File: src/distinct_id_counter_assert.svh
// Assertion helpers used by the dic_search module.
`ifndef DISTINCT_ID_COUNTER_ASSERT_SVH
`define DISTINCT_ID_COUNTER_ASSERT_SVH

// The consequent must hold in the same cycle as the antecedent.
`define DIC_ASSERT_IMPL(label, clk, rst_n, ante, cons) \
  label: assert property (@(posedge clk) disable iff (!(rst_n)) (ante) |-> (cons)) \
    else $error("distinct_id_counter assertion failed");

// The consequent must hold in the cycle after the antecedent.
`define DIC_ASSERT_NEXT(label, clk, rst_n, ante, cons) \
  label: assert property (@(posedge clk) disable iff (!(rst_n)) (ante) |=> (cons)) \
    else $error("distinct_id_counter assertion failed");

`endif

File: src/dic_pkg.sv
`default_nettype none

package dic_pkg;

  localparam int unsigned CLASS_W = 8;
  localparam int unsigned IDENT_W = 64;
  localparam int unsigned TOTAL_W = 32;

  localparam logic [CLASS_W-1:0] CLASS_RESET = 8'd1;
  localparam logic [TOTAL_W-1:0] TOTAL_MAX   = '1;

  typedef struct packed {
    logic               is_new_object;
    logic [TOTAL_W-1:0] running_total;
    logic               table_full;
  } dic_res_t;

endpackage

`default_nettype wire

File: src/dic_in_if.sv
`default_nettype none

interface dic_in_if;
  import dic_pkg::*;

  logic               valid;
  logic               ready;
  logic [CLASS_W-1:0] object_class;
  logic [IDENT_W-1:0] object_ident;

  modport source (output valid, output object_class, output object_ident, input ready);
  modport sink   (input valid, input object_class, input object_ident, output ready);

endinterface

`default_nettype wire

File: src/dic_search.sv
`default_nettype none

module dic_search #(
  parameter int unsigned TABLE_DEPTH = 1024,
  localparam int unsigned AW = (TABLE_DEPTH > 1) ? $clog2(TABLE_DEPTH) : 1,
  localparam int unsigned FW = $clog2(TABLE_DEPTH + 1)
) (
  input  wire logic                        clk_i,
  input  wire logic                        rst_ni,
  input  wire logic [dic_pkg::CLASS_W-1:0] counted_class_i,
  dic_in_if.sink                           obj_i,
  output logic                             res_valid_o,
  input  wire logic                        res_ready_i,
  output dic_pkg::dic_res_t                res_o,
  output logic                             rd_en_o,
  output logic      [AW-1:0]               rd_addr_o,
  input  wire logic [dic_pkg::IDENT_W-1:0] rd_data_i,
  output logic                             wr_en_o,
  output logic      [AW-1:0]               wr_addr_o,
  output logic      [dic_pkg::IDENT_W-1:0] wr_data_o
);
  import dic_pkg::*;

  localparam logic [FW-1:0] DEPTH_C = FW'(TABLE_DEPTH);

  typedef enum logic [1:0] {
    ST_IDLE,
    ST_SCAN,
    ST_COMMIT,
    ST_HOLD
  } state_e;

  state_e             state_q, state_d;
  logic [IDENT_W-1:0] ident_q, ident_d;
  logic [FW-1:0]      idx_q, idx_d;
  logic               cmp_vld_q, cmp_vld_d;
  logic               fresh_q, fresh_d;
  logic [FW-1:0]      fill_q, fill_d;
  logic [TOTAL_W-1:0] total_q, total_d;
  logic               ovf_q, ovf_d;
  logic               full;
  logic               issue;

  assign full  = (fill_q == DEPTH_C);
  assign issue = (state_q == ST_SCAN) && (idx_q != fill_q);

  assign obj_i.ready = (state_q == ST_IDLE);

  assign rd_en_o   = issue;
  assign rd_addr_o = idx_q[AW-1:0];
  assign wr_en_o   = (state_q == ST_COMMIT) && fresh_q && !full;
  assign wr_addr_o = fill_q[AW-1:0];
  assign wr_data_o = ident_q;

  assign res_valid_o         = (state_q == ST_HOLD);
  assign res_o.is_new_object = fresh_q;
  assign res_o.running_total = total_q;
  assign res_o.table_full    = full;

  always_comb begin
    state_d   = state_q;
    ident_d   = ident_q;
    idx_d     = idx_q;
    cmp_vld_d = 1'b0;
    fresh_d   = fresh_q;
    fill_d    = fill_q;
    total_d   = total_q;
    ovf_d     = ovf_q;
    unique case (state_q)
      ST_IDLE: begin
        if (obj_i.valid) begin
          ident_d = obj_i.object_ident;
          idx_d   = '0;
          if (obj_i.object_class != counted_class_i) begin
            fresh_d = 1'b0;
            state_d = ST_COMMIT;
          end else if (fill_q == '0) begin
            fresh_d = 1'b1;
            state_d = ST_COMMIT;
          end else begin
            state_d = ST_SCAN;
          end
        end
      end
      ST_SCAN: begin
        cmp_vld_d = issue;
        if (issue) begin
          idx_d = idx_q + 1'b1;
        end
        if (cmp_vld_q && (rd_data_i == ident_q)) begin
          fresh_d = 1'b0;
          state_d = ST_COMMIT;
        end else if (cmp_vld_q && !issue) begin
          fresh_d = 1'b1;
          state_d = ST_COMMIT;
        end
      end
      ST_COMMIT: begin
        if (fresh_q) begin
          if (total_q != TOTAL_MAX) begin
            total_d = total_q + 1'b1;
          end
          if (full) begin
            ovf_d = 1'b1;
          end else begin
            fill_d = fill_q + 1'b1;
          end
        end
        state_d = ST_HOLD;
      end
      ST_HOLD: begin
        if (res_ready_i) begin
          state_d = ST_IDLE;
        end
      end
      default: begin
        state_d = ST_IDLE;
      end
    endcase
  end

  always_ff @(posedge clk_i or negedge rst_ni) begin
    if (!rst_ni) begin
      state_q   <= ST_IDLE;
      idx_q     <= '0;
      cmp_vld_q <= 1'b0;
      fresh_q   <= 1'b0;
      fill_q    <= '0;
      total_q   <= '0;
      ovf_q     <= 1'b0;
    end else begin
      state_q   <= state_d;
      idx_q     <= idx_d;
      cmp_vld_q <= cmp_vld_d;
      fresh_q   <= fresh_d;
      fill_q    <= fill_d;
      total_q   <= total_d;
      ovf_q     <= ovf_d;
    end
  end

  always_ff @(posedge clk_i) begin
    ident_q <= ident_d;
  end

`include "distinct_id_counter_assert.svh"

  `DIC_ASSERT_IMPL(a_fill_bound, clk_i, rst_ni, 1'b1, fill_q <= DEPTH_C)
  `DIC_ASSERT_IMPL(a_ovf_full, clk_i, rst_ni, ovf_q, full)
  `DIC_ASSERT_IMPL(a_read_in_fill, clk_i, rst_ni, rd_en_o, idx_q < fill_q)
  `DIC_ASSERT_NEXT(a_total_hold, clk_i, rst_ni, state_q != ST_COMMIT, total_q == $past(total_q))
  `DIC_ASSERT_IMPL(a_write_commit, clk_i, rst_ni, wr_en_o, fresh_q && (state_q == ST_COMMIT))

endmodule

`default_nettype wire

File: src/flat_wrapper.sv
// flat-port wrapper written by rule: the top's interface ports become plain ports
module dic_search_flat import dic_pkg::*;
#(
  parameter int unsigned TABLE_DEPTH = 1024,
  localparam int unsigned AW = (TABLE_DEPTH > 1) ? $clog2(TABLE_DEPTH) : 1,
  localparam int unsigned FW = $clog2(TABLE_DEPTH + 1)
)
  (clk_i, rst_ni, counted_class_i, res_valid_o, res_ready_i, res_o, rd_en_o, rd_addr_o, rd_data_i, wr_en_o, wr_addr_o, wr_data_o, obj_i_valid, obj_i_object_class, obj_i_object_ident, obj_i_ready);
  dic_in_if obj_i_i ();
  input  wire logic clk_i;
  input  wire logic rst_ni;
  input  wire logic [dic_pkg::CLASS_W-1:0] counted_class_i;
  output logic res_valid_o;
  input  wire logic res_ready_i;
  output dic_pkg::dic_res_t res_o;
  output logic rd_en_o;
  output logic      [AW-1:0] rd_addr_o;
  input  wire logic [dic_pkg::IDENT_W-1:0] rd_data_i;
  output logic wr_en_o;
  output logic      [AW-1:0] wr_addr_o;
  output logic      [dic_pkg::IDENT_W-1:0] wr_data_o;
  input wire logic [$bits(obj_i_i.valid)-1:0] obj_i_valid;
  input wire logic [$bits(obj_i_i.object_class)-1:0] obj_i_object_class;
  input wire logic [$bits(obj_i_i.object_ident)-1:0] obj_i_object_ident;
  output wire logic [$bits(obj_i_i.ready)-1:0] obj_i_ready;
  assign obj_i_i.valid = obj_i_valid;
  assign obj_i_i.object_class = obj_i_object_class;
  assign obj_i_i.object_ident = obj_i_object_ident;
  assign obj_i_ready = obj_i_i.ready;
  dic_search #(.TABLE_DEPTH(TABLE_DEPTH)) u_core (.clk_i(clk_i), .rst_ni(rst_ni), .counted_class_i(counted_class_i), .obj_i(obj_i_i), .res_valid_o(res_valid_o), .res_ready_i(res_ready_i), .res_o(res_o), .rd_en_o(rd_en_o), .rd_addr_o(rd_addr_o), .rd_data_i(rd_data_i), .wr_en_o(wr_en_o), .wr_addr_o(wr_addr_o), .wr_data_o(wr_data_o));
endmodule
File: config.mk
export PLATFORM = sky130hd
export DESIGN_NAME = dic_search_flat
export DESIGN_NICKNAME = d
export VERILOG_FILES = /design/src/dic_pkg.sv /design/src/dic_in_if.sv /design/src/dic_search.sv /design/src/flat_wrapper.sv
export VERILOG_INCLUDE_DIRS = /design/src /design/src/src
export SDC_FILE = /design/constraint.sdc
export NUM_CORES = 1
export LEC_CHECK = 0
export BUFFER_PORTS_ARGS = -buffer_cell sky130_fd_sc_hd__clkbuf_2
export CAP_MARGIN = 25
export CELL_PAD_IN_SITES_DETAIL_PLACEMENT = 2
export CELL_PAD_IN_SITES_GLOBAL_PLACEMENT = 2
export CORE_MARGIN = 5
export CORE_UTILIZATION = 31
export DETAILED_ROUTE_END_ITERATION = 10
export GPL_TIMING_DRIVEN = 0
export PLACE_DENSITY_LB_ADDON = 0.1
export SYNTH_ARGS = -nofsm -noshare
export SYNTH_HDL_FRONTEND = slang
export SYNTH_SLANG_ARGS = --single-unit
File: constraint.sdc
create_clock -name clk_i -period 5.4 [get_ports clk_i]
set_input_delay 0.54 -clock clk_i [delete_from_list [all_inputs] [get_ports clk_i]]
set_output_delay 0.54 -clock clk_i [all_outputs]
set_load 0.005 [all_outputs]
### After elaboration in Yosys (flattened, before gate mapping)

Index checks and enable logic that the tools add are counted.

| storage, ports and cells | value |
|---|---|
| register bits | 122 |
| bits in latches | 0 |
| memory bits (writable) | 0 |
| ROM bits | 0 |
| input bits | 148 |
| logic and storage cells | 57 |
| memories kept | 0 |

| cells by class | value |
|---|---|
| add/subtract/negate cells | 3 |
| multipliers | 0 |
| div/mod/pow operators | 0 |
| magnitude comparators | 0 |
| equality and inequality tests | 13 |
| shifts and indexed selects | 0 |
| muxes and demuxes | 17 |
| bitwise gates (word level) | 1 |
| reductions and logical operators | 16 |

Operators by type and width:

| cell | count |
|---|---|
| $eq 64x64->1 | 1 |
| $add 32x1->32 const B | 1 |
| $ne 32x32->1 const B | 1 |
| $add 11x1->11 const B | 2 |
| $mux 11 | 2 |
| $pmux 11 s2 | 1 |
| $mux 2 | 6 |
| $reduce_and 3->1 | 4 |
| $eq 11x11->1 const B | 1 |
| $logic_not 11->1 | 1 |
| $ne 11x11->1 | 1 |
| $ne 8x8->1 | 1 |
| $pmux 2 s4 | 1 |
| $mux 1 | 6 |
| $logic_and 1x1->1 | 5 |
| $eq 2x2->1 const B | 2 |
| $ne 2x1->1 const B | 2 |
| $reduce_and 4->1 | 1 |
| $ne 3x1->1 const B | 1 |
| $ne 3x3->1 const B | 1 |
| $eq 2x1->1 const B | 1 |
| $logic_not 1->1 | 2 |
| $logic_not 2->1 | 1 |
| $ne 2x2->1 const B | 1 |
| 4 further kinds | 4 |

### Longest topological paths before layout

Gate-level depths: netlist of run 1.

| logic depth | value |
|---|---|
| depth in word-level cells | 7 |
| gate-level depth with buffers | 8 |

### Worst setup path before layout of run 1

No wires, ideal clock.

| timing | value |
|---|---|
| path kind | input to register |
| start | input port obj_i_valid |
| end | register u_core.ident_q[0], in the netlist u_core.wr_data_o[0], enable pin |
| setup time | 0.418 ns |
| arrival time | 2.140 ns |
| required time | 4.982 ns |
| slack | 2.842 ns |
| stages on the path | 3 |
| path through | clkbuf_1 > nand2_1 > inv_1 |

| between the ends | value |
|---|---|
| longest elaborated chain between the ends | 1 |

Ends and longest elaborated chain:

| item | RTL line | source |
|---|---|---|
| from (decl) | flat_wrapper.sv:22 | `input wire logic [$bits(obj_i_i.valid)-1:0] obj_i_valid;` |
| $reduce_and 2->1 (no line) | - |  |
| to (signal assigned) | dic_search.sv:143 | `ident_q <= ident_d;` |
| to (decl) | dic_search.sv:34 | `logic [IDENT_W-1:0] ident_q, ident_d;` |

Every way passes these cells.
A chain may end at the register's enable or synchronous reset.

### Worst setup path in the final report of run 1

| timing | value |
|---|---|
| start | register u_core.fill_q[7] |
| end | output port rd_en_o |

| between the ends | value |
|---|---|
| longest elaborated chain between the ends | 2 |

Ends and longest elaborated chain:

| item | RTL line | source |
|---|---|---|
| from (decl) | dic_search.sv:38 | `logic [FW-1:0] fill_q, fill_d;` |
| from (signal assigned) | dic_search.sv:136 | `fill_q <= fill_d;` |
| $ne 11x11->1 | dic_search.sv:45 | `assign issue = (state_q == ST_SCAN) && (idx_q != fill_q);` |
| $logic_and 1x1->1 | dic_search.sv:45 |  |
| to (decl) | flat_wrapper.sv:16 | `output logic rd_en_o;` |

Every way passes these cells.

==> results of run 1 <==
per-stage QoR:
| step | power (W) | hold slack (ps) |
|---|---|---|
| floorplan | 0.00104 | 244 |
| global placement | 0.00112 | 475 |
| detailed placement | 0.00112 | 493 |
| CTS | 0.00232 | 274 |
| global route | 0.00237 | 273 |
| finish | 0.00230 | 255 |
routing by layer:
layer	share of wire, %	global-route usage (%)
met3	6.7	6.30
met1	38	22.2
met2	53	36.8
met5	0	0
met4	1.7	6.06
layout make-up:
| cell class | instances | area (um2) | area share (%) |
|---|---|---|---|
| inverter | 17 | 63.8 | 0.733 |
| buffer | 30 | 195 | 2.24 |
| multi-input combinational | 396 | 2760 | 31.8 |
| tap | 270 | 338 | 3.88 |
| clock buffer | 18 | 429 | 4.93 |
| clock inverter | 14 | 173 | 1.98 |
| timing repair buffer | 269 | 1360 | 15.7 |
| sequential | 122 | 3370 | 38.8 |
cell usage in the layout, fill, tap and decap left out, types with 3 or more instances in the layout:
| cell | count |
|---|---|
| nand2b_1 | 38 |
| clkinv_4 | 3 |
| nand3_1 | 29 |
| bufinv_16 | 3 |
| o2111ai_1 | 7 |
| xor2_1 | 33 |
| and3_1 | 10 |
| clkbuf_2 | 267 |
| nor3_1 | 6 |
| clkbuf_1 | 9 |
| nor4_1 | 10 |
| a21oi_1 | 7 |
| o21ai_0 | 8 |
| nand2_1 | 30 |
| xnor2_2 | 5 |
| ha_1 | 8 |
| nand4_1 | 42 |
| edfxtp_1 | 64 |
| xnor2_1 | 72 |
| and4_1 | 7 |
| clkinvlp_4 | 4 |
| nor2_1 | 26 |
| and2_1 | 9 |
| or4_1 | 6 |
| a31oi_1 | 6 |
| dfrtp_1 | 58 |
| buf_4 | 22 |
| clkbuf_16 | 17 |
| o21a_1 | 4 |
| inv_1 | 15 |
flip-flops by register name, summed over array words and instances (netlist names):
| name | flops |
|---|---|
| u_core.state_q | 2 |
| u_core.fresh_q | 1 |
| u_core.fill_q | 11 |
| u_core.idx_q | 11 |
| u_core.cmp_vld_q | 1 |
| u_core.wr_data_o | 64 |
| u_core.total_q | 32 |
worst max-delay path, cell delays in order, from the launching register on:
cell and delay (ps):
dfrtp_1 380, clkbuf_1 200, xor2_1 200, nor3_1 570
a31oi_1 280, clkbuf_2 200
where the power goes:
group                       switching [W]  internal, W  leakage [nW]
Sequential     0.000000000000000000000733     0.000981          1.37
Clock                            0.000465     0.000728         0.281
Combinational                   0.0000591    0.0000620          2.30
Total                            0.000524      0.00177          3.94
cell families (layout without fill, tap and decap cells):
| family | count (synthesis) | in the layout |
|---|---|---|
| adders and majority gates | 8 | 8 |
| muxes | 2 | 2 |
| xor gates and xnor gates | 110 | 110 |
| AOI/OAI and AO/OA | 49 | 49 |
| and+or+nand+nor | 227 | 227 |
| buffers and inverters | 47 | 348 |
| DFF | 122 | 122 |
how the worst max path moves through the flow:
stage,end,cells after the start,from
detailed placement,u_core.fresh_q$_DFFE_PN0P_,7,rd_data_i[17]
global route,wr_en_o,6,u_core.fill_q[4]$_DFFE_PN0P_
floorplan,u_core.wr_data_o[0]$_DFFE_PP_,3,obj_i_valid
global placement,u_core.wr_data_o[44]$_DFFE_PP_,3,obj_i_valid
finish,rd_en_o,5,u_core.fill_q[7]$_DFFE_PN0P_
CTS,rd_en_o,5,u_core.fill_q[7]$_DFFE_PN0P_
==> reports/qor.yml, run 1 <==
cp-end-kind: "primary output"
yosys.area.top_type: "edfxtp_1"
cts-resized-gates: 0
status: "completed"
synth_edf_count: 64
cp.arrival_ps: 2240
htree_levels: 4
hold_class: "input port to async pin"
async_flop_share_pct: 47.5
fin_tns_setup_ps: 0
vdd_ir_drop_max_v: 0.000228
cts_setup_buffers: 0
yosys_register_bits: 122
synth_area_per_cell_um2: 11.3
synth-compound-area-share_pct: 5.34
synth_cell_type_count: 53
place.detailed.hpwl_um: 18800
dieArea_mm2: 0.0236
design_area_mm2: 0.00870
setup_violations: 0
yosys-top-cells-count: "xnor2_1 (72), edfxtp_1 (64), dfrtp_1 (58)"
critPathLaunchType: "flip-flop"
synthAdderAreaFrac_pct: 1.56
finalMaxSlewViolations: 0
synth_top_area_share_pct: 30.0
die_h_um: 154
routed_wl_um: 23500
cts_sinks: 122
place_area_mm2: 0.00810
synthMuxAreaShare_pct: 0.333
period_share_pct: 51.5
worst-slew-pin-transition_ps: 863
routed_via_density: 4.92
critPathMaxFanout: 6
drive_gt1_share_pct: 38.7
num_vias: 5585
relSlewSlack_pct: 42.5
nFillCells: 2249
drv_cap: 0
grt_max_degree: 59
grt_pass1_wl_um: 37300
initial_utilization_pct: 31.5
hold_violations: 0
finalClockSkew_ps: 10.2
synthTopCellsByArea: "edfxtp_1 (30%), dfrtp_1 (23%), xnor2_1 (9.9%), xor2_1 (4.5%), nand4_1 (4.1%)"
synth_area_mm2: 0.00640
synthSimpleGateAreaFrac_pct: 20.3
power_leakage_nw: 3.94
cts_tree: "yes"
design.portCount: 270
num-nets-final: 1009
synth_top_family_by_area: "simple AND/OR/NAND/NOR gates"
powerDensity_mw_per_mm2: 264
dp_slack_ps: 2720
numPortBuffers: 268
syn_nets: 721
yosysWarnings: 0
synthFlopType: "edfxtp_1"
fmax_ghz: 0.360
core-area_mm2: 0.0203
track_usage_pct: 20.0
r2r.worst_path.cells: 6
cts_buffers: 17
root_buffer: "clkbuf_16"
grt_pass1_vias: 6613
dieWidth_um: 154
min_period_ps: 2780
wl_per_cell_um: 20.7
drt-pass1-iter-count: 4
gp_congestion: 0.829
area_growth_pct: 36.0
synthXorXnorAreaFrac_pct: 15.6
cts_buffer_depth: 2
setup_slack_ps: 2620
finalNonFillerCells: 1136
ctsHoldBuffers: 0
grt_overflow: 0
path_class: "flip-flop to primary output"
r2r-end: "u_core.fresh_q$_DFFE_PN0P_"
ys_seq_area_share_pct: 52.7
dp_cells: 1104
drc: 0
finish.utilization_pct: 42.9
antenna_left: 0
clk_pin_slew_worst_paths_ps: 60
grt_setup_unrepaired: "no"
antenna_found_initial: 0
rrSetupSlack_ps: 2870
syn_inst: 565
clk_latency_ps: 420
rows: 52
drt_iter0_markers: 230
cp.required_ps: 4860
r2r_start: "u_core.wr_data_o[17]$_DFFE_PP_"
yosysMostFrequentCell: "xnor2_1"
antennaDiodeCount: 0
(Power assumes the default switching activity.)
==> run 2, diff against run 1 <==
CORE_UTILIZATION = 29   (was 31)
clock period = 2.78 ns   (was 5.4 ns; I/O delays follow)
==> run 2 against run 1 <==
- the run now ends with hold timing left
- cell count grew 0.88%
- clock-buffer cell count up 1
- critical path depth increased by 1
- non-clock buffer count is the same
- critical endpoint is now u_core.fresh_q$_DFFE_PN0P_
==> reports/qor.yml, run 2 (synthesized netlist as in run 1, its figures left out) <==
hold_ws_ps: -7.76  # -263 ps
design_area_mm2: 0.00869  # -0.16%
nFillCells: 2389  # +6.2%
switching_share_pct: 22.9  # +0.11 points
clk_latency_ps: 420  # about the same
finalNonFillerCells: 1146  # +0.88%
layout_common_cells: "clkbuf_2 (267), xnor2_1 (72), edfxtp_1 (64)"
ctsHoldBuffers: 0  # unchanged
p_sw_w: 0.000998  # +91%
antenna_left: 0  # unchanged
wl_per_cell_um: 20.4  # -1.5%
min_period_ps: 2480
cp.required_ps: 3040  # -1820 ps
cts-resized-gates: 0  # unchanged
largest_reg_flops: 64  # unchanged
root_buffer: "clkbuf_16"
grt_setup_unrepaired: "no"
core-area_mm2: 0.0218  # +7.2%
hold_class: "input port to async pin"
antennaDiodeCount: 0  # unchanged
track_usage_pct: 18.5  # -1.5 points
drt_iter0_markers: 187  # -19%
pwr-share-seq_pct: 43.8  # +1.1 points
layout_commonest_cell: "clkbuf_2"
relSlewSlack_pct: 41.5  # -0.94 points
fmax_ghz: 0.404
critPathMaxFanout: 3  # -3
rows: 54  # +3.8%
vdd_ir_drop_max_v: 0.000366  # +60%
gp_congestion: 0.778  # -6.1%
seq_area_mm2: 0.00337  # unchanged
r2r_start: "u_core.wr_data_o[8]$_DFFE_PP_"
setup_violations: 0  # unchanged
multi_input_area_mm2: 0.00276  # unchanged
dp_cells: 1114  # +0.91%
grt_pass1_vias: 6341  # -4.1%
die_h_um: 159  # +3.2%
r2r-end: "u_core.fresh_q$_DFFE_PN0P_"
cts_tree: "yes"
drv_cap: 0  # unchanged
drive_gt1_share_pct: 38.5  # -0.23 points
grt_pass1_wl_um: 35600  # -4.7%
period_share_pct: 89.1
cts_sinks: 122  # unchanged
power_leakage_nw: 3.93  # -0.27%
cts_buffer_depth: 2  # unchanged
routed_wl_um: 23300  # -0.66%
dieArea_mm2: 0.0251  # +6.4%
drt-pass1-iter-count: 4  # unchanged
grt_overflow: 0  # unchanged
cp-end-kind: "flip-flop"
powerDensity_mw_per_mm2: 501  # +90%
antenna_found_initial: 0  # unchanged
clkPwrFrac_pct: 50.8  # -1.2 points
initial_utilization_pct: 29.4  # -2.1 points
intPower_w: 0.00335  # +89%
grt_max_degree: 59  # unchanged
power_frac_comb_pct: 5.4  # about the same
htree_levels: 4  # unchanged
hold_violations: 5  # +5
numPortBuffers: 268  # unchanged
finish.utilization_pct: 39.9  # -2.9 points
place_area_mm2: 0.00811  # +0.15%
num_vias: 5560  # -0.45%
drc: 0  # unchanged
dieWidth_um: 159  # +3.2%
worst-slew-pin-transition_ps: 877  # +14.1 ps
clk_pin_slew_worst_paths_ps: 60  # about the same
status: "finished with violations"
area_growth_pct: 35.8
critPathLaunchType: "flip-flop"
cts_buffers: 17  # unchanged
r2r.worst_path.cells: 6  # unchanged
path_class: "flip-flop to flip-flop"
rrSetupSlack_ps: 300  # -2570 ps
cp.arrival_ps: 2740  # +500 ps
routed_via_density: 4.85  # -1.3%
place.detailed.hpwl_um: 19100  # +1.7%
num-nets-final: 1009  # unchanged
cts_setup_buffers: 0  # unchanged
design.portCount: 270  # unchanged
finalClockSkew_ps: 15.1  # +4.95 ps
violations: "hold timing"
finalMaxSlewViolations: 0  # unchanged
==> run 2: changes by cell type in the layout (fill, tap and decap cells not counted), sizes merged <==
cell	previous run	this run
clkinvlp	4	3
bufinv	3	2
clkinv	6	5
clkbuf	294	295
inv	18	20
==> run 2: stage by stage <==
step	setup TNS, ps	hold slack (ps)	power (W)	setup WS (ps)
after floorplan	0	-17.6	0.00202	249
after CTS	0	11.5	0.00443	271
after global routing	0	4.55	0.00452	65.5
after detailed placement	0	457	0.00218	294
final	0	-7.76	0.00435	304
after global placement	-29920	455	0.00217	-479
==> run 2: cell type report <==
class / count / area share, %
Buffer: 30 / 2.25
Clock buffer: 19 / 4.98
Clock inverter: 13 / 1.64
Inverter: 17 / 0.735
Multi-Input combinational cell: 396 / 31.8
Sequential cell: 122 / 38.8
Tap cell: 280 / 4.03
Timing Repair Buffer: 269 / 15.7
==> run 2: power by group through the flow <==
stage / logic (W) / registers, W / clock network (W)
after floorplan: 0.0000760 / 0.00194 / 0
after global placement: 0.000228 / 0.00194 / 0
after detailed placement: 0.000238 / 0.00194 / 0
after CTS: 0.000240 / 0.00191 / 0.00228
after global routing: 0.000258 / 0.00190 / 0.00236
final: 0.000234 / 0.00191 / 0.00221
==> run 2: worst max-delay path by stage <==
stage	startpoint	end	slack, ps	cells after the start
2_1_floorplan	u_core.state_q[0]$_DFFE_PN0P_	u_core.wr_data_o[0]$_DFFE_PP_	250	4
3_3_place_gp	u_core.state_q[0]$_DFFE_PN0P_	u_core.wr_data_o[55]$_DFFE_PP_	-480	4
3_5_place_dp	u_core.wr_data_o[8]$_DFFE_PP_	u_core.fresh_q$_DFFE_PN0P_	290	6
4_1_cts	u_core.wr_data_o[8]$_DFFE_PP_	u_core.fresh_q$_DFFE_PN0P_	270	6
5_1_grt	u_core.fill_q[7]$_DFFE_PN0P_	u_core.idx_q[3]$_DFFE_PN0P_	70	7
6_report	u_core.wr_data_o[8]$_DFFE_PP_	u_core.fresh_q$_DFFE_PN0P_	300	6
==> run 2: worst max-delay path, stage by stage, from the launching register on <==
cell	delay [ps]
edfxtp_1	400
xnor2_1	340
nand4_1	140
or4_1	550
or4_1	500
o31ai_1	270
a22oi_1	120
==> run 2: layer usage <==
layer  routed length [um]  global-route usage [%]  vias to the layer above
met5                    0                       0                        -
li1                     -                       -                     2608
met3                 1810                    6.88                       24
met1                 8670                    19.7                     2753
met2                12500                    34.2                      175
met4                  364                    5.24                        0
==> run 3, diff against run 2 <==
CORE_ASPECT_RATIO = 0.75   (was unset)
SETUP_SLACK_MARGIN = 0.5   (was unset)
clock period = 2.57 ns   (was 2.78 ns; I/O delays follow)
==> run 3 against run 2 <==
- the run still ends with hold timing left
- critical path type unchanged
- global-route usage grew 1.4 points
- largest cell class unchanged
- power grew 11%
- cell count grew 9.5%
- register-to-register slack lost 100 ps
- die area grew 0.12%
- sequential share of layout area shrank 4.9 points
- design area grew 15%
- via count grew 8.1%
- hold slack lost 24 ps
- critical endpoint unchanged
- clock skew shrank 2.2 ps
- non-clock buffer count grew 94
- sequential power grew 8%
- highest routed layer unchanged
==> reports/qor.yml, run 3 (synthesized netlist as in run 1, its figures left out) <==
drv_cap: 0  # unchanged
finalMaxSlewViolations: 0  # unchanged
num_vias: 6011  # +8.1%
crit_buf_inv: 0  # unchanged
cts_tree: "yes"
rows: 47  # -13%
hold_ws_ps: -31.6  # -23.8 ps
path_common_cell: "or4_4"
drt-pass1-iter-count: 4  # unchanged
cp.required_ps: 2850  # -190 ps
design_area_mm2: 0.00996  # +15%
grt_overflow: 0  # unchanged
cts_sinks: 122  # unchanged
power_leakage_nw: 4.56  # +16%
drive_gt1_share_pct: 46.0  # +7.5 points
finish.utilization_pct: 45.6  # +5.6 points
antenna_found_initial: 0  # unchanged
dieWidth_um: 181  # +14%
grt_pass1_vias: 6698  # +5.6%
setup_violations: 0  # unchanged
vdd_ir_drop_max_v: 0.000302  # -17%
cp-end-kind: "flip-flop"
cts_buffer_depth: 2  # unchanged
place_area_mm2: 0.00814  # +0.32%
finalClockSkew_ps: 13.0  # -2.19 ps
critPathLaunchType: "flip-flop"
drc: 0  # unchanged
critPathSlowestCell: "or4_4"
period_share_pct: 92.2  # +3.1 points
design.portCount: 270  # unchanged
violations: "hold timing"
critPathMaxFanout: 3  # unchanged
track_usage_pct: 19.9  # +1.4 points
grt_max_degree: 59  # unchanged
worst-slew-pin-transition_ps: 883  # +6.02 ps
place.detailed.hpwl_um: 19000  # -0.91%
fmax_ghz: 0.422  # +4.5%
fin_tns_setup_ps: 0  # unchanged
relSlewSlack_pct: 41.1  # -0.40 points
cp.arrival_ps: 2650  # -90 ps
antennaDiodeCount: 0  # unchanged
dieArea_mm2: 0.0252  # +0.12%
layout_common_cells: "clkbuf_2 (268), buf_4 (64), edfxtp_1 (64)"
hold_violations: 19  # +14
hold_class: "input port to async pin"
num-nets-final: 1104  # +9.4%
layout_commonest_cell: "clkbuf_2"
numPortBuffers: 268  # unchanged
antenna_left: 0  # unchanged
wl_per_cell_um: 20.9  # +2.6%
routed_wl_um: 26200  # +12%
gp_congestion: 0.834  # +7.2%
cts_buffers: 17  # unchanged
initial_utilization_pct: 29.2  # -0.16 points
clk_latency_ps: 420  # about the same
core-area_mm2: 0.0219  # +0.55%
status: "finished with violations"
htree_levels: 4  # unchanged
routed_via_density: 4.79  # -1.3%
clk_pin_slew_worst_paths_ps: 60  # about the same
critPathMaxStageDelay_ps: 570  # +20 ps
min_period_ps: 2370  # -108 ps
area_growth_pct: 55.8
path_class: "flip-flop to flip-flop"
grt_setup_unrepaired: "yes"
largest_reg_flops: 64  # unchanged
die_h_um: 139  # -13%
grt_pass1_wl_um: 38900  # +9.4%
critPathTopFamily: "simple AND/OR/NAND/NOR gates"
powerDensity_mw_per_mm2: 484  # -3.5%
root_buffer: "clkbuf_16"
path_cells: "xnor2_2 -> nand3_2 -> or4_4 -> or4_4 -> o31ai_4 -> a22oi_2"
drt_iter0_markers: 203  # +8.6%
## run 3: worst paths after layout
check | from | to | slack (ps) | depth (start not counted)
worst max-delay path | u_core.wr_data_o[52]$_DFFE_PP_ | u_core.fresh_q$_DFFE_PN0P_ | 200 | 6
worst max register to register | u_core.wr_data_o[52]$_DFFE_PP_ | u_core.fresh_q$_DFFE_PN0P_ | 200 | 6
max in group asynchronous | rst_ni | u_core.total_q[3]$_DFFE_PN0P_ | 1960 | 1
min in group clk_i | obj_i_object_ident[9] | u_core.wr_data_o[9]$_DFFE_PP_ | 20 | 1
worst min register to register | u_core.total_q[16]$_DFFE_PN0P_ | u_core.total_q[16]$_DFFE_PN0P_ | 490 | 1
worst min-delay path | rst_ni | u_core.idx_q[3]$_DFFE_PN0P_ | -30 | 1
## run 3: layout make-up
class,instances,area (um2)
Timing Repair Buffer,363,2200
Clock buffer,22,518
Buffer,30,238
Sequential cell,122,3380
Multi-Input combinational cell,396,3110
Fill cell,2308,11900
Inverter,17,68.8
Clock inverter,10,75.1
Timing Repair inverter,1,7.51
Tap cell,294,368
## run 3: through the flow
step	setup WS [ps]	instances	total power (W)	hold WS, ps
6_report	201	1255	0.00482	-31.6
3_3_place_gp	-117	1127	0.00235	434
3_5_place_dp	-98.1	1128	0.00236	436
5_1_grt	154	1255	0.00500	2.48
4_1_cts	206	1222	0.00486	0.288
2_1_floorplan	411	565	0.00218	-38.6
## run 3: what timing repair did
action | in CTS | in global routing
buffers inserted | 15 | 30
endpoints found under the hold margin | 46 | 3
hold buffers | 46 | 3
gates cloned | 1 | 0
pin swaps | 15 | 16
gates resized for setup | 57 | 35
endpoints found under the setup margin | 87 | 91
## run 3: layer usage
layer | up-vias | track usage (%) | part of all wire (%)
met4 | 0 | 4.97 | 1.2
met5 | - | 0 | 0
li1 | 2801 | - | -
met1 | 3022 | 24.9 | 43
met3 | 22 | 5.48 | 5.3
met2 | 166 | 34.2 | 51
## run 3: worst reg2reg max path, cell delays in order, from the launching register on
cell	delay (ps)
edfxtp_1	440
xnor2_2	230
nand3_2	140
or4_4	570
or4_4	480
o31ai_4	270
a22oi_2	110
## run 3: where the power goes
part                       switching (W)  total [W]  internal, W
Sequential     0.00000000000000000000201    0.00206      0.00206
Combinational                   0.000147   0.000335     0.000188
Clock                           0.000980    0.00242      0.00144
